[config.mk]
export PLATFORM = sky130hd
export DESIGN_NAME = led_duty_fade_ramp_top
export DESIGN_NICKNAME = d
export VERILOG_FILES = /design/src/rtl/ldf_pkg.sv /design/src/rtl/ldf_div.sv /design/src/rtl/ldf_mac.sv /design/src/rtl/led_duty_fade_ramp_top.sv
export SDC_FILE = /design/constraint.sdc
export NUM_CORES = 1
export LEC_CHECK = 0
export ABC_AREA = 1
export BUFFER_PORTS_ARGS = -buffer_cell sky130_fd_sc_hd__buf_2
export CAP_MARGIN = 20
export CORE_UTILIZATION = 28
export CTS_BUF_LIST = sky130_fd_sc_hd__clkbuf_16
export DETAILED_ROUTE_END_ITERATION = 6
export PLACE_DENSITY_LB_ADDON = 0.2
export SLEW_MARGIN = 5
export SYNTH_ARGS = -nofsm -noshare
export SYNTH_HDL_FRONTEND = slang
export SYNTH_SLANG_ARGS = --single-unit
[constraint.sdc]
create_clock -name clk -period 11.2 [get_ports clk]
set_input_delay 1.68 -clock clk [delete_from_list [all_inputs] [get_ports clk]]
set_output_delay 1.68 -clock clk [all_outputs]
set_load 0.05 [all_outputs]
[src/rtl/ldf_pkg.sv]
`default_nettype none

package ldf_pkg;

  localparam int TIME_BITS_DEF     = 16;
  localparam int FRACTION_BITS_DEF = 16;

  localparam int CMD_W       = 2;
  localparam int LEVEL_IN_W  = 17;
  localparam int DURATION_W  = 16;
  localparam int DELTA_W     = 16;
  localparam int RAW_W       = 8;
  localparam int CFG_INDEX_W = 2;

  localparam logic [CMD_W-1:0] CMD_SET     = 2'd0;
  localparam logic [CMD_W-1:0] CMD_ANIMATE = 2'd1;
  localparam logic [CMD_W-1:0] CMD_TICK    = 2'd2;

  localparam logic [CFG_INDEX_W-1:0] REG_RAW_MIN = 2'd0;
  localparam logic [CFG_INDEX_W-1:0] REG_RAW_MAX = 2'd1;

  localparam logic [RAW_W-1:0] RAW_MIN_RST = 8'd0;
  localparam logic [RAW_W-1:0] RAW_MAX_RST = 8'd255;

  typedef enum logic [3:0] {
    ST_IDLE,
    ST_ADV,
    ST_DIV,
    ST_BL1,
    ST_BL2,
    ST_BLW,
    ST_LVL,
    ST_RAW1,
    ST_RAW2,
    ST_SET,
    ST_MW,
    ST_FIN
  } state_t;

  typedef struct packed {
    logic issue;
    logic clear;
  } mac_ctl_t;

endpackage

`default_nettype wire

[src/rtl/ldf_div.sv]
`default_nettype none

// restoring divider, one quotient bit per cycle; needs dividend < divisor
module ldf_div #(
  parameter int TIME_BITS     = ldf_pkg::TIME_BITS_DEF,
  parameter int FRACTION_BITS = ldf_pkg::FRACTION_BITS_DEF
) (
  input  wire logic                     clk,
  input  wire logic                     rst,
  input  wire logic                     start,
  input  wire logic [TIME_BITS-1:0]     dividend,
  input  wire logic [TIME_BITS-1:0]     divisor,
  output logic      [FRACTION_BITS-1:0] quotient,
  output logic                          done
);

  localparam int CNT_W = $clog2(FRACTION_BITS + 1);

  logic                     busy;
  logic [CNT_W-1:0]         cnt;
  logic [TIME_BITS-1:0]     rem;
  logic [TIME_BITS-1:0]     den;
  logic [TIME_BITS:0]       shifted;
  logic [TIME_BITS:0]       diff;
  logic                     fits;

  assign shifted = {rem, 1'b0};
  assign fits    = shifted >= {1'b0, den};
  assign diff    = shifted - {1'b0, den};

  always_ff @(posedge clk) begin
    if (rst) begin
      busy <= 1'b0;
      done <= 1'b0;
    end else begin
      done <= 1'b0;
      if (start) begin
        busy <= 1'b1;
      end else if (busy && cnt == CNT_W'(1)) begin
        busy <= 1'b0;
        done <= 1'b1;
      end
    end
  end

  always_ff @(posedge clk) begin
    if (start) begin
      rem      <= dividend;
      den      <= divisor;
      cnt      <= CNT_W'(FRACTION_BITS);
      quotient <= '0;
    end else if (busy) begin
      rem      <= fits ? diff[TIME_BITS-1:0] : shifted[TIME_BITS-1:0];
      quotient <= {quotient[FRACTION_BITS-2:0], fits};
      cnt      <= cnt - CNT_W'(1);
    end
  end

endmodule

`default_nettype wire

[src/rtl/ldf_mac.sv]
`default_nettype none

// multiply, register the product, then accumulate it into acc
module ldf_mac #(
  parameter int OP_W = ldf_pkg::FRACTION_BITS_DEF + 1
) (
  input  wire logic                 clk,
  input  wire logic                 rst,
  input  wire ldf_pkg::mac_ctl_t    ctl,
  input  wire logic [OP_W-1:0]      a,
  input  wire logic [OP_W-1:0]      b,
  output logic      [2*OP_W-1:0]    acc
);

  logic [2*OP_W-1:0] prod;
  logic              pend;
  logic              pend_clr;

  always_ff @(posedge clk) begin
    if (rst) begin
      pend     <= 1'b0;
      pend_clr <= 1'b0;
    end else begin
      pend     <= ctl.issue;
      pend_clr <= ctl.clear;
    end
  end

  always_ff @(posedge clk) begin
    if (ctl.issue) begin
      prod <= a * b;
    end
    if (pend) begin
      acc <= (pend_clr ? '0 : acc) + prod;
    end
  end

endmodule

`default_nettype wire

[src/rtl/led_duty_fade_ramp_top.sv]
// LED duty fade engine. Levels are unsigned fractions with FRACTION_BITS fraction bits
// (full level = 2^FRACTION_BITS). A set word jumps to a level and returns
// level*raw_max; an animate word starts a linear ramp and returns its first
// duty at once; a tick word advances a running ramp and returns the new duty
// (a tick while no ramp runs returns nothing). The block takes one word at a
// time. When the ramp has not yet reached its end, an animate or tick word
// also goes through the bit-serial ramp-fraction divider. All products go
// through one shared multiply-accumulate unit. The result sits in an output
// register, so a new word is taken as soon as the sequencer is back in idle.
// The last state waits while the previous result is still held. raw_min and
// raw_max must be written only while the block is idle; the block itself
// does not enforce this.

`default_nettype none

module led_duty_fade_ramp_top #(
  parameter int TIME_BITS     = ldf_pkg::TIME_BITS_DEF,
  parameter int FRACTION_BITS = ldf_pkg::FRACTION_BITS_DEF
) (
  input  wire logic                            clk,
  input  wire logic                            rst,
  input  wire logic                            cfg_write,
  input  wire logic [ldf_pkg::CFG_INDEX_W-1:0] cfg_index,
  input  wire logic [ldf_pkg::RAW_W-1:0]       cfg_data,
  input  wire logic                            in_valid,
  output logic                                 in_stall,
  input  wire logic [ldf_pkg::CMD_W-1:0]       command,
  input  wire logic [ldf_pkg::LEVEL_IN_W-1:0]  level,
  input  wire logic [ldf_pkg::LEVEL_IN_W-1:0]  from_level,
  input  wire logic                            from_current,
  input  wire logic [ldf_pkg::DURATION_W-1:0]  duration,
  input  wire logic [ldf_pkg::DELTA_W-1:0]     time_delta,
  output logic                                 out_valid,
  input  wire logic                            out_stall,
  output logic      [ldf_pkg::RAW_W-1:0]       raw_duty,
  output logic                                 ramping,
  output logic                                 force_off
);

  localparam int LW    = FRACTION_BITS + 1;
  localparam int CW    = (LW > ldf_pkg::LEVEL_IN_W) ? LW : ldf_pkg::LEVEL_IN_W;
  localparam int SUM_W = ((TIME_BITS > ldf_pkg::DELTA_W) ? TIME_BITS : ldf_pkg::DELTA_W) + 1;
  localparam logic [LW-1:0]        ONE      = LW'(1) << FRACTION_BITS;
  localparam logic [CW-1:0]        ONE_C    = CW'(ONE);
  localparam logic [TIME_BITS-1:0] TIME_MAX = '1;
  localparam logic [SUM_W-1:0]     SUM_MAX  = SUM_W'(TIME_MAX);

  ldf_pkg::state_t state;
  ldf_pkg::state_t state_next;

  logic [ldf_pkg::RAW_W-1:0] raw_min;
  logic [ldf_pkg::RAW_W-1:0] raw_max;
  logic [LW-1:0]             start_level;
  logic [LW-1:0]             target_level;
  logic [LW-1:0]             current_level;
  logic [LW-1:0]             frac;
  logic [TIME_BITS-1:0]      elapsed;
  logic [TIME_BITS-1:0]      ramp_length;
  logic                      active;

  logic [CW-1:0]             lvl_ext;
  logic [CW-1:0]             from_ext;
  logic [LW-1:0]             lvl_clamped;
  logic [LW-1:0]             from_clamped;
  logic [SUM_W-1:0]          sum;
  logic [TIME_BITS-1:0]      elapsed_sat;
  logic                      accept;
  logic                      out_free;
  logic [ldf_pkg::RAW_W-1:0] raw_new;

  ldf_pkg::mac_ctl_t         mac_ctl;
  logic [LW-1:0]             mac_a;
  logic [LW-1:0]             mac_b;
  logic [2*LW-1:0]           acc;
  logic                      div_start;
  logic                      div_done;
  logic [FRACTION_BITS-1:0]  div_quot;

  assign lvl_ext      = CW'(level);
  assign from_ext     = CW'(from_level);
  assign lvl_clamped  = (lvl_ext > ONE_C) ? ONE : LW'(lvl_ext);
  assign from_clamped = (from_ext > ONE_C) ? ONE : LW'(from_ext);
  assign sum          = SUM_W'(elapsed) + SUM_W'(time_delta);
  assign elapsed_sat  = (sum > SUM_MAX) ? TIME_MAX : TIME_BITS'(sum);
  assign in_stall     = (state != ldf_pkg::ST_IDLE);
  assign accept       = in_valid && !in_stall;
  assign out_free     = !out_valid || !out_stall;
  assign raw_new      = acc[FRACTION_BITS +: ldf_pkg::RAW_W];

  ldf_mac #(
    .OP_W (LW)
  ) u_mac (
    .clk (clk),
    .rst (rst),
    .ctl (mac_ctl),
    .a   (mac_a),
    .b   (mac_b),
    .acc (acc)
  );

  ldf_div #(
    .TIME_BITS     (TIME_BITS),
    .FRACTION_BITS (FRACTION_BITS)
  ) u_div (
    .clk      (clk),
    .rst      (rst),
    .start    (div_start),
    .dividend (elapsed),
    .divisor  (ramp_length),
    .quotient (div_quot),
    .done     (div_done)
  );

  always_ff @(posedge clk) begin
    if (rst) begin
      state <= ldf_pkg::ST_IDLE;
    end else begin
      state <= state_next;
    end
  end

  always_comb begin
    state_next = state;
    mac_ctl    = '0;
    mac_a      = '0;
    mac_b      = '0;
    div_start  = 1'b0;
    unique case (state)
      ldf_pkg::ST_IDLE: begin
        if (accept) begin
          priority case (command)
            ldf_pkg::CMD_SET:     state_next = ldf_pkg::ST_SET;
            ldf_pkg::CMD_ANIMATE: state_next = ldf_pkg::ST_ADV;
            ldf_pkg::CMD_TICK:    if (active) state_next = ldf_pkg::ST_ADV;
            default: ;
          endcase
        end
      end
      ldf_pkg::ST_ADV: begin
        if (elapsed >= ramp_length) begin
          state_next = ldf_pkg::ST_BL1;
        end else begin
          div_start  = 1'b1;
          state_next = ldf_pkg::ST_DIV;
        end
      end
      ldf_pkg::ST_DIV: begin
        if (div_done) state_next = ldf_pkg::ST_BL1;
      end
      ldf_pkg::ST_BL1: begin
        mac_ctl    = '{issue: 1'b1, clear: 1'b1};
        mac_a      = start_level;
        mac_b      = ONE - frac;
        state_next = ldf_pkg::ST_BL2;
      end
      ldf_pkg::ST_BL2: begin
        mac_ctl    = '{issue: 1'b1, clear: 1'b0};
        mac_a      = target_level;
        mac_b      = frac;
        state_next = ldf_pkg::ST_BLW;
      end
      ldf_pkg::ST_BLW: state_next = ldf_pkg::ST_LVL;
      ldf_pkg::ST_LVL: state_next = ldf_pkg::ST_RAW1;
      ldf_pkg::ST_RAW1: begin
        mac_ctl    = '{issue: 1'b1, clear: 1'b1};
        mac_a      = LW'(raw_min);
        mac_b      = ONE - current_level;
        state_next = ldf_pkg::ST_RAW2;
      end
      ldf_pkg::ST_RAW2: begin
        mac_ctl    = '{issue: 1'b1, clear: 1'b0};
        mac_a      = LW'(raw_max);
        mac_b      = current_level;
        state_next = ldf_pkg::ST_MW;
      end
      ldf_pkg::ST_SET: begin
        mac_ctl    = '{issue: 1'b1, clear: 1'b1};
        mac_a      = current_level;
        mac_b      = LW'(raw_max);
        state_next = ldf_pkg::ST_MW;
      end
      ldf_pkg::ST_MW: state_next = ldf_pkg::ST_FIN;
      ldf_pkg::ST_FIN: begin
        if (out_free) state_next = ldf_pkg::ST_IDLE;
      end
      default: state_next = ldf_pkg::ST_IDLE;
    endcase
  end

  always_ff @(posedge clk) begin
    if (rst) begin
      raw_min <= ldf_pkg::RAW_MIN_RST;
      raw_max <= ldf_pkg::RAW_MAX_RST;
    end else if (cfg_write) begin
      if (cfg_index == ldf_pkg::REG_RAW_MIN) raw_min <= cfg_data;
      if (cfg_index == ldf_pkg::REG_RAW_MAX) raw_max <= cfg_data;
    end
  end

  always_ff @(posedge clk) begin
    if (rst) begin
      start_level   <= '0;
      target_level  <= '0;
      current_level <= '0;
      elapsed       <= '0;
      ramp_length   <= '0;
      active        <= 1'b0;
    end else begin
      unique case (state)
        ldf_pkg::ST_IDLE: begin
          if (accept) begin
            priority case (command)
              ldf_pkg::CMD_SET: begin
                start_level   <= lvl_clamped;
                target_level  <= lvl_clamped;
                current_level <= lvl_clamped;
                active        <= 1'b0;
              end
              ldf_pkg::CMD_ANIMATE: begin
                start_level   <= from_current ? current_level : from_clamped;
                current_level <= from_current ? current_level : from_clamped;
                target_level  <= lvl_clamped;
                elapsed       <= '0;
                ramp_length   <= TIME_BITS'(duration);
                active        <= 1'b1;
              end
              ldf_pkg::CMD_TICK: begin
                if (active) elapsed <= elapsed_sat;
              end
              default: ;
            endcase
          end
        end
        ldf_pkg::ST_ADV: begin
          if (elapsed >= ramp_length) active <= 1'b0;
        end
        ldf_pkg::ST_LVL: current_level <= acc[FRACTION_BITS +: LW];
        default: ;
      endcase
    end
  end

  always_ff @(posedge clk) begin
    if (state == ldf_pkg::ST_ADV && elapsed >= ramp_length) begin
      frac <= ONE;
    end else if (state == ldf_pkg::ST_DIV && div_done) begin
      frac <= LW'(div_quot);
    end
  end

  always_ff @(posedge clk) begin
    if (rst) begin
      out_valid <= 1'b0;
    end else if (state == ldf_pkg::ST_FIN && out_free) begin
      out_valid <= 1'b1;
    end else if (!out_stall) begin
      out_valid <= 1'b0;
    end
  end

  always_ff @(posedge clk) begin
    if (state == ldf_pkg::ST_FIN && out_free) begin
      raw_duty  <= raw_new;
      ramping   <= active;
      force_off <= (raw_new == '0);
    end
  end

endmodule

`default_nettype wire

[Word level (Yosys, flattened, before mapping)]
Index checks and enable logic that the tools add are counted.
Storage, ports and cells
  word-level logic and storage cells: 128
  register bits: 257
  output and inout bits: 12
  input bits: 84
Operators by class
  reduce and logical (&&, ||, !) cells: 34
  mux-type cells: 34
  add/sub/neg operators: 6
  magnitude comparators: 5
  $mul: 1
  equality and inequality tests: 24
Operators by type and width (number)
  $pmux W17 S5: 2
  $mux W16: 5
  $mux W17: 4
  $pmux W17 S2: 2
  $pmux W4 S11: 1
  $add A34 B34 Y34: 1
  $gt A17 B17 Y1 const B: 2
  $mul A17 B17 Y34: 1
  $mux W34: 1
  $sub A17 B17 Y17 const A: 2
  $pmux W16 S2: 1
  $add A16 B16 Y17: 1
  $ge A17 B16 Y1: 1
  $gt A17 B16 Y1 const B: 1
  $eq A4 B3 Y1 const B: 4
  $eq A4 B4 Y1 const B: 4
  $ge A16 B16 Y1: 1
  $mux W4: 4
  $sub A16 B16 Y16: 1
  $pmux W4 S3: 1
  $reduce_and A3 Y1: 4
  $reduce_bool A2 Y1: 6
  $mux W1: 10
  $eq A4 B2 Y1 const B: 2
  other kinds (24): 42

[Depth between registers and ports, before layout]
Gate-level depths: netlist of run 1.
  word-level depth: 6
  depth in mapped cells: 40
  gate-level depth less buffers: 39

[Cells and area by module]
A second synthesis of run 1 with hierarchy kept.
Second synthesis, totals
  cells, all modules: 3695
  area, all modules: 26558.0 sq um
Modules (own cells, without submodules)
  ldf_mac: cells an instance 2033, times used 1, area each 14923.1 sq um
  led_duty_fade_ramp_top: cells an instance 1221, times used 1, area each 8197.9 sq um
  ldf_div: cells an instance 441, times used 1, area each 3437.0 sq um

[Least setup slack after synthesis of run 1]
No wires, ideal clock.
  path type: reg2reg
  start: register state[1]
  end: register u_mac.prod[27] (data pin)
  data arrival time: 6.408 ns
  buffers on the path: 1
  cell stages (with the launch flop): 33
  clock period less this slack: 6.667 ns
  slack: 4.533 ns
  path through: dfxtp_1 -> nand2_4 -> inv_4 -> nand2_4 -> buf_6 -> o21ai_2 -> ha_1 -> nand4_1 -> nor2_1 -> inv_1 -> o21ai_0 -> nand2_1 -> inv_1 -> nor2_1 -> fa_1 -> inv_1 -> fa_1 -> fa_1 -> inv_1 -> fa_1 -> fa_1 -> inv_1 -> fa_1 -> inv_1 -> ha_1 -> a21oi_1 -> o21ai_0 -> a21oi_1 -> nand3_1 -> a21o_1 -> nand2_1 -> nand2_1 -> xor2_1
On the way
  cells in the longest elaborated chain, start to end: 3
Ends and longest elaborated chain
  from (decl): RTL line led_duty_fade_ramp_top.sv:48  | ldf_pkg::state_t state;
  from (signal assigned): RTL line led_duty_fade_ramp_top.sv:116  | state <= ldf_pkg::ST_IDLE;
  from (signal assigned): RTL line led_duty_fade_ramp_top.sv:118  | state <= state_next;
  $eq A4 B4 Y1, or another cell as far along: RTL line led_duty_fade_ramp_top.sv:128  | unique case (state)
  $pmux W17 S5: RTL line led_duty_fade_ramp_top.sv:128
  $mul A17 B17 Y34 (*): RTL line ldf_mac.sv:31  | prod <= a * b;
  to (signal assigned): RTL line ldf_mac.sv:31
  to (decl): RTL line ldf_mac.sv:15  | logic [2*OP_W-1:0] prod;
Every way passes the cells marked *; elsewhere a longest branch is shown, timed or not.
A chain may end at the register's enable or synchronous reset.

[Worst setup path after layout of run 1]
  start: register state[1]
  end: register u_mac.prod[19] (data pin)
Same word-level chain as after synthesis.

==> impl_metrics.csv, run 1 <==
group,metric,value,unit
sta,fin_setup_tns,0,ps
yosys,synth.most_common_cell,"nand2_1",
sta,period_share,0.790,
sta,fmax,113,MHz
detailed_routing,drtPass1Iterations,6,
yosys,synth_sequential_area_ratio,0.254,
layout,multi_input_area,15500,um2
layout,final_core_util,0.316,
yosys,synth_area,24400,um2
status,status,"complete, no violations",
die,die_area,88200,um2
yosys,synth.area.top_cells,"fa_1 19%, edfxtp_1 13%, dfxtp_1 12%",
job,cap_violations,0,
hold_path,hp-start,"ramp_length[13]",
placed_design,io_buffers,95,
layout,antenna_cells,0,
sta,tightest_slew,1250,ps
clock_network,cts_max_level,2,
die,rows,107,
sta,fin_skew,23.5,ps
clock_network,post_cts_resized,0,
yosys,synth.cells.most_frequent,"714 x nand2_1, 589 x inv_1, 268 x nor2_1",
sta,rsz0062_at_grt,"no",
clock_network,insertion_delay,550,ps
setup_path,start_kind,"flop",
yosys,synth-seq-cells,255,
yosys,synthFlopType,"dfxtp_1",
hold_path,hold_depth,0,
setup_path,crit_required,11480,ps
power,p_leak,13.0,nW
detailed_routing,ant_nets,0,
clock_network,post_cts_buffers,0,
layout,seq_area,6190,um2
layout,postLayoutCellArea,27000,um2
yosys,synth_fp_nets,3640,
sta,setup_violations,0,
detailed_routing,vias,20500,
detailed_routing,drc_errors,0,
yosys,synth_edf_count,108,
yosys,synth_cell_types,56,
clock_network,cts-hold-fix-buffers,0,
clock_network,cts_buffer_depth,3,
layout,fillers,9298,
power,p_per_area,156,nW/um2
clock_network,cts_tree,"yes",
yosys,ys_warn_count,0,
clock_network,cts_made_buffers,34,
clock_network,clkTransAtPathRegs,60,ps
yosys,yosysTopAreaCell,"fa_1",
die,coreArea,85700,um2
detailed_routing,wl_per_cell,18.9,um
setup_path,worstSetupEndpointType,"flop",
yosys,syn_inst,3140,
sta,hold_viol,0,
layout,fin_nets,3700,
setup_path,reg2reg_from,"state[1]",
sta,slew_viol_final,0,
detailed_routing,drt-vias-per-instance,4.70,
die,die_h,297,um
placed_design,dp_hpwl,66500,um
layout,syn_to_final_growth,11.1,%
global_route,antenna_found_initial,0,
power,peakVddDrop,0.000112,V
detailed_routing,drtIter0Drc,1554,
setup_path,reg2reg_depth,27,
die,ios,96,
sta,maxSlewHeadroom,0.164,
global_route,grt_pass1_wl,127000,um
die,dieWidth,297,um
setup_path,cp-startpoint,"state[1]",
setup_path,path_class,"flop to flop",
detailed_routing,wl_met3,4780,um
global_route,grt_pass1_vias,20800,
detailed_routing,drt-total-wl,82600,um
global_route,grt_use_total,0.187,
sta,fin_crit,8850,ps
global_route,grt_start_max_net_pins,62,
clock_network,clkSinkCount,255,
yosys,async_flop_share,0,
detailed_routing,wl_met2,36800,um
yosys,synth_top_area_frac,0.186,
hold_path,worstHoldPathType,"flop to flop",
die,start_util,0.284,
placed_design,gp_congestion,0.917,
yosys,synth.avg_cell_area,7.76,um2
detailed_routing,top_layer,"met4",
placed_design,post_dp_cell_area,26000,um2
setup_path,crit_fanout,20,
setup_path,arrival,9130,ps
global_route,overflow,0,
detailed_routing,wl_met1,39000,um
clock_network,cts_root_buffer,"clkbuf_16",
layout,drive_gt1_frac,0.0660,
==> layout make-up <==
class	count	share of cell area
Tap cell	1144	0.0529
Multi-Input combinational cell	2185	0.572
Clock buffer	35	0.0324
Clock inverter	26	0.00532
Sequential cell	255	0.229
Timing Repair Buffer	123	0.0256
Inverter	601	0.0835
==> state kept, by name, summed over array words and instances, names as in the netlist, 4 cells and up <==
register	cells
target_level	17
raw_max	8
u_div.rem	16
raw_min	8
u_mac.acc	33
state	4
raw_duty	8
u_mac.prod	33
frac	17
u_div.den	16
u_div.cnt	5
u_div.quotient	16
elapsed	16
ramp_length	16
start_level	17
current_level	17
==> kinds of logic after synthesis <==
logic type,Yosys count,synth area share
simple gates,1167,0.197
xor+xnor,82,0.0295
buf+inv,700,0.111
flops,255,0.254
fa+ha+maj,416,0.283
compound gates,520,0.125
==> final timing paths <==
check | endpoint | slack, ps
setup / recovery | u_mac.prod[19] | 2350
hold / removal | u_div.den[13] | 420
setup reg to reg | u_mac.prod[19] | 2350
hold reg to reg | u_div.den[13] | 420
==> per-stage QoR <==
step	instances	setup slack (ps)	hold WS (ps)	total power, mW
floorplan	3140	4530	408	2.67
global placement	4307	2480	414	3.22
detailed placement	4308	2500	415	3.21
CTS	4369	2460	424	4.25
global route	4369	1900	432	4.53
finish	4369	2350	425	4.22
==> placed cells by master, fill, tap and decap left out, drive strengths merged <==
cell type,instances
a31oi,34
edfxtp,108
o311ai,1
nand2,728
a21oi,200
and3,1
dfxtp,147
ha,190
nand3,102
xor2,59
clkbuf,35
a221oi,21
inv,605
o22ai,18
nor4,2
a22oi,2
a21o,16
o21ai,138
o31ai,3
or2,4
o2111ai,1
xnor2,23
o21a,8
and2,10
o221ai,2
clkinvlp,1
buf,123
clkinv,21
a211o,1
o21bai,9
a211oi,19
a2111oi,1
nand3b,3
nor2,276
a21boi,4
nor3,22
o211ai,42
fa,226
nand4,19
==> report_power, final <==
part / leakage (nW) / switching (mW) / internal, mW
sequential: 2.19 / 0.130 / 1.24
combinational: 10.3 / 1.25 / 0.582
clock: 0.534 / 0.449 / 0.570
total: 13.0 / 1.82 / 2.39
==> layer usage <==
| layer | vias up | global-route usage |
|---|---|---|
| met5 | - | 0 |
| met4 | 0 | 0.0479 |
| met3 | 98 | 0.0293 |
| met2 | 520 | 0.296 |
| met1 | 9812 | 0.264 |
| li1 | 10100 | - |
==> critical path: stages (launching register included) <==
cell	delay [ps]
dfxtp_1	440
nor2_1	240
nand2_1	200
nor2_1	60
buf_4	200
inv_1	520
nor2_1	100
a221oi_1	990
inv_1	730
nand2_1	250
fa_1	490
fa_1	550
inv_1	50
fa_1	490
fa_1	550
inv_1	60
fa_1	460
fa_1	500
inv_1	50
ha_1	330
a21o_1	190
a21oi_1	110
nand2_1	80
a31oi_1	360
o21ai_0	250
nand2_1	100
nand2_1	60
xor2_1	140
Note: power is estimated with default switching activity, not from simulation.
==> inputs of run 2 (changes only) <==
Settings changed: ABC_AREA 1 to 0.
Clock period 11.2 ns to 7.66 ns, I/O delays scaled along.
==> run 2 against run 1 <==
  * Setup slack worse by 2300 ps
  * Largest power group unchanged
  * Maximum frequency grew 17%
  * The flow now finishes with violations (DRC)
  * Sequential power rose by 43%
  * Critical path depth unchanged
  * Count of clock-buffer cells in the layout is 4 lower
  * Clock power rose by 38%
  * Sequential cell count stayed put
  * Critical path type unchanged
  * Global-route usage down 1.0 points
  * Hold slack improved by 30 ps
==> impl_metrics.csv, run 2 <==
group,metric,value,unit
status,status,"complete, but fails checks",
status,violations,"DRC",
placed_design,dp_hpwl,60600,um
setup_path,cp_slowest_cell,"fa_1",
power,seq_power_share,0.342,
setup_path,arrival,7870,ps
sta,rsz0062_at_grt,"yes",
global_route,antenna_found_initial,0,
detailed_routing,wl_per_cell,19.2,um
yosys,synth.avg_cell_area,8.83,um2
setup_path,crit_required,7950,ps
yosys,synth.area.top_cells,"fa_1 19%, edfxtp_1 14%, dfxtp_1 12%",
yosys,synth_cell_types,85,
global_route,grt_use_total,0.177,
yosys,synth_area,23600,um2
detailed_routing,vias,19400,
global_route,grt_start_max_net_pins,81,
yosys,synth_adder_area_share,0.293,
setup_path,crit_fanout,6,
yosys,yosysTopAreaCell,"fa_1",
yosys,synthFlopType,"dfxtp_1",
layout,seq_area,6190,um2
die,dieWidth,292,um
power,comb_power_share,0.413,
die,ios,96,
yosys,synth-seq-cells,255,
setup_path,worstSetupEndpointType,"flop",
setup_path,path_class,"flop to flop",
yosys,synth_top_area_frac,0.192,
detailed_routing,ant_nets,0,
detailed_routing,drc_errors,11,
yosys,async_flop_share,0,
yosys,synth_edf_count,108,
clock_network,cts_buffer_depth,3,
sta,whs,455,ps
sta,tightest_slew,994,ps
detailed_routing,drtPass1Iterations,7,
yosys,synth_fp_nets,3166,
global_route,grt_pass1_wl,117000,um
power,peakVddDrop,0.000225,V
sta,fin_skew,19.0,ps
power,p_int,3.56,mW
clock_network,cts_root_buffer,"clkbuf_16",
layout,syn_to_final_growth,17.4,%
layout,layout_common_cells,"438 x nand2_1, 345 x inv_1, 225 x fa_1",
yosys,muxShareOfSynthArea,0.0273,
yosys,synthXorXnorAreaFrac,0.0349,
sta,maxSlewHeadroom,0.337,
yosys,ys_warn_count,0,
layout,final_common_cell,"nand2_1",
die,start_util,0.285,
hold_path,worstHoldPathType,"flop to flop",
detailed_routing,drt-vias-per-instance,4.92,
layout,fillers,8568,
die,die_area,85300,um2
placed_design,io_buffers,95,
clock_network,insertion_delay,600,ps
sta,fin_crit,7570,ps
sta,slew_viol_final,0,
yosys,synth.most_common_cell,"nand2_1",
yosys,synth.cells.most_frequent,"441 x nand2_1, 336 x inv_1, 226 x fa_1",
sta,period_share,0.989,
setup_path,critical_path.max_stage_delay,580,ps
placed_design,gp_congestion,0.922,
die,rows,105,
power,switching_share,0.382,
sta,hold_viol,0,
sta,setup_ws,87.0,ps
layout,top_regs,"u_mac.acc x33, u_mac.prod x33",
layout,antenna_cells,0,
detailed_routing,drtIter0Drc,1495,
power,p_sw,2.20,mW
clock_network,clkTransAtPathRegs,60,ps
job,cap_violations,0,
yosys,synth_sequential_area_ratio,0.263,
die,die_h,292,um
layout,fin_nets,3360,
detailed_routing,drt-total-wl,76100,um
setup_path,cp_common_cell,"fa_1",
clock_network,cts_made_buffers,31,
placed_design,pre_cts_ws,-30.2,ps
global_route,overflow,0,
global_route,grt_pass1_vias,19300,
yosys,yosys.area_share.simple,0.170,
sta,setup_violations,0,
clock_network,cts_max_level,1,
yosys,synth_top_family_by_area,"adder cells",
layout,drive_gt1_frac,0.136,
power,clkPwrFrac,0.245,
setup_path,start_kind,"flop",
yosys,syn_inst,2666,
clock_network,clkSinkCount,255,
layout,multi_input_area,15800,um2
power,p_leak,12.4,nW
die,coreArea,82600,um2
clock_network,cts_tree,"yes",
power,p_per_area,208,nW/um2
yosys,synth_compound_area_frac,0.137,
sta,fmax,132,MHz
run 2: final cells by class:
class / instances / area share
sequential: 255 / 0.224
multi-input combinational: 1961 / 0.572
tap: 1070 / 0.0484
clock inverter: 27 / 0.00670
inverter: 336 / 0.0456
timing repair buffer: 275 / 0.0748
clock buffer: 31 / 0.0281
run 2: kinds of logic after synthesis:
kind of cell | after synthesis
flip-flops | 255
AND/OR/NAND/NOR | 881
multiplexers | 63
adder cells (fa/ha/maj) | 416
buffers and inverters | 450
XOR/XNOR | 93
AO/OA/AOI/OAI | 508
run 2: per-layer routing:
metal  vias up  share of wire  GRT usage
li1       9287              -          -
met1      9510           0.48      0.260
met2       574           0.42      0.265
met3        77          0.072     0.0319
met4         0          0.020     0.0402
met5         -              0          0
run 2: path summary, 6_finish.rpt:
kind	start	slack [ps]	cells after the start	to
worst max-delay path	state[2]	90	27	u_mac.prod[29]
worst min-delay path	ramp_length[1]	450	0	u_div.den[1]
worst max register to register	state[2]	90	27	u_mac.prod[29]
worst min register to register	ramp_length[1]	450	0	u_div.den[1]
run 2: per-stage QoR:
step	std cells	total power [mW]	cell area, um2	setup TNS, ps	utilization
2_1_floorplan	2666	3.59	23600	0	-
3_3_place_gp	3865	4.24	26200	0	0.317
3_5_place_dp	3868	4.29	26200	-50.8	0.317
4_1_cts	3926	5.72	27200	0	0.329
6_report	3955	5.75	27700	0	0.335
5_1_grt	3955	6.13	27700	-487	0.335
run 2: repair_timing:
item                                    4_1_cts  5_1_grt
buffers inserted                              0       21
hold buffers                                  0        0
endpoints found under the setup margin        4       13
gates resized for setup                       4       49
cloned                                        0        2
pin swaps                                     0       27
run 2: power groups by stage:
| stage | combinational [mW] | sequential (mW) | clock, mW |
|---|---|---|---|
| 3_3_place_gp | 2.25 | 1.99 | 0 |
| 3_5_place_dp | 2.29 | 2.00 | 0 |
| 5_1_grt | 2.63 | 1.99 | 1.50 |
| 2_1_floorplan | 1.66 | 1.92 | 0 |
| 6_report | 2.38 | 1.96 | 1.41 |
| 4_1_cts | 2.30 | 1.97 | 1.45 |
run 2: critical path: cells and delay by family (launching register included):
family	cells	cell delay, ps
fa+ha+maj	7	3420
flops	1	370
simple gates	6	1390
compound gates	8	1380
xor+xnor	1	200
buf+inv	5	520
==> inputs of run 3 (changes only) <==
Settings changed: ABC_AREA 0 to unset, PLACE_DENSITY_LB_ADDON 0.2 to 0.05.
==> run 3 against run 2 <==
  * The run now ends clean
  * Global-route usage up 1.9 points
  * Cell count down 0.46%
  * Cell area is essentially flat
  * Die area unchanged
  * Setup slack improved by 29 ps
  * Sequential cell count unchanged
  * Wire length up 11%
  * Non-clock buffer count is 19 lower
  * Critical path type unchanged
==> impl_metrics.csv, run 3 (synthesis results as in run 2) <==
group,metric,value,unit
status,status,"complete, no violations",
layout,syn_to_final_growth,17.5,%
sta,maxSlewHeadroom,0.407,
setup_path,crit_required,7950,ps
setup_path,crit_fanout,6,
placed_design,gp_congestion,0.859,
clock_network,cts-hold-fix-buffers,0,
setup_path,critical_path.max_stage_delay,590,ps
sta,hold_viol,0,
global_route,overflow,0,
layout,postLayoutCellArea,27700,um2
power,p_per_area,211,nW/um2
clock_network,insertion_delay,610,ps
sta,fin_skew,45.0,ps
die,start_util,0.285,
setup_path,r2r_setup_slack,120,ps
placed_design,placed_cells,3857,
placed_design,dp_hpwl,67600,um
sta,fmax,133,MHz
placed_design,post_dp_cell_area,26200,um2
global_route,use_met1,0.297,
setup_path,reg2reg_depth,28,
sta,setup_violations,0,
placed_design,io_buffers,95,
sta,tightest_slew,890,ps
sta,period_share,0.985,
detailed_routing,wl_per_cell,21.4,um
setup_path,arrival,7830,ps
global_route,globalRouteMet2Util,0.296,
detailed_routing,drtPass1Iterations,6,
global_route,grt_use_total,0.196,
die,rows,105,
layout,final_common_cell,"nand2_1",
die,dieWidth,292,um
clock_network,cts_tree,"yes",
sta,slew_viol_final,0,
hold_path,hold_end,"u_div.den[12]",
setup_path,path_class,"flop to flop",
die,die_h,292,um
clock_network,clkTransAtPathRegs,60,ps
layout,layout_common_cells,"432 x nand2_1, 336 x inv_1, 224 x fa_1",
layout,fin_nets,3341,
hold_path,hold_depth,0,
hold_path,worstHoldPathType,"flop to flop",
layout,final_cell_count_no_fill,3937,
die,ios,96,
layout,top_regs,"u_mac.acc x33, u_mac.prod x33",
global_route,antenna_found_initial,7,
clock_network,cts_root_buffer,"clkbuf_16",
detailed_routing,drtIter0Drc,1274,
sta,rsz0062_at_grt,"yes",
detailed_routing,ant_nets,0,
hold_path,hp-start,"ramp_length[12]",
global_route,grt_pass1_vias,19700,
setup_path,worstSetupEndpointType,"flop",
global_route,grt_pass1_wl,126000,um
power,p_leak,12.3,nW
clock_network,cts_max_level,1,
sta,fin_setup_tns,0,ps
global_route,grt_busiest_layer,"met1",
die,coreArea,82600,um2
detailed_routing,drc_errors,0,
job,cap_violations,0,
global_route,grt_start_max_net_pins,76,
global_route,use_met3,0.0215,
clock_network,cts_buffer_depth,3,
layout,final_core_util,0.335,
setup_path,cp_common_cell,"fa_1",
detailed_routing,vias,19300,
clock_network,cts_made_buffers,31,
setup_path,cp_slowest_cell,"fa_1",
power,p_total,5.83,mW
setup_path,reg2reg_from,"state[3]",
detailed_routing,drt-total-wl,84100,um
detailed_routing,drt-vias-per-instance,4.90,
setup_path,start_kind,"flop",
clock_network,clkSinkCount,255,
layout,drive_gt1_frac,0.135,
die,die_area,85300,um2
setup_path,timing.rr.end,"u_mac.prod[29]",
power,peakVddDrop,0.000193,V
sta,fin_crit,7540,ps
run 3: repair_timing:
| action | CTS | global route |
|---|---|---|
| endpoints found under the setup margin | 8 | 10 |
| endpoints found under the hold margin | 0 | 0 |
| setup buffers | 0 | 17 |
| resized for setup | 11 | 58 |
| cloned | 0 | 2 |
| pin swaps | 3 | 40 |
run 3: per-stage QoR:
stage               setup slack, ps  hold slack, ps
floorplan                      23.5             430
global placement               -134             442
detailed placement             -189             444
CTS                            4.23             451
global route                   -121             472
finish                          116             446
run 3: critical path, delay by kind of cell, from the launching register on:
family                   cells  cell delay (ps)
adder cells (fa/ha/maj)      8             3530
AND/OR/NAND/NOR              6             1340
AO/OA/AOI/OAI                7             1140
buffers and inverters        5              450
flip-flops                   1              320
multiplexers                 1              260
XOR/XNOR                     1              160
run 3: worst max path at each step:
stage	startpoint	end	slack, ps	cells after the start
floorplan	state[0]	u_mac.prod[25]	20	32
global placement	state[1]	u_mac.prod[29]	-130	30
detailed placement	state[1]	u_mac.prod[29]	-190	30
CTS	state[2]	u_mac.prod[29]	4	31
global route	state[3]	u_mac.prod[29]	-120	30
finish	state[3]	u_mac.prod[29]	120	28
run 3: per-layer routing:
| layer | routed length (um) | vias to the layer above | share of wire |
|---|---|---|---|
| li1 | - | 9227 | - |
| met3 | 4250 | 83 | 0.050 |
| met4 | 1830 | 0 | 0.022 |
| met1 | 42400 | 9540 | 0.50 |
| met2 | 35600 | 452 | 0.42 |
| met5 | 0 | - | 0 |
run 3: where the power goes:
part           internal (mW)  switching, mW
clock                  0.821          0.628
sequential              1.80          0.178
combinational          0.948           1.46
run 3: cell type report:
class	count	area, um2
fillers	8620	55000
multi-input cells	1961	15900
flip-flops and latches	255	6190
repair buffers	256	2000
well taps	1070	1340
inverters	336	1260
clock buffers	32	801
clock inverters	26	181
diodes	1	2.50
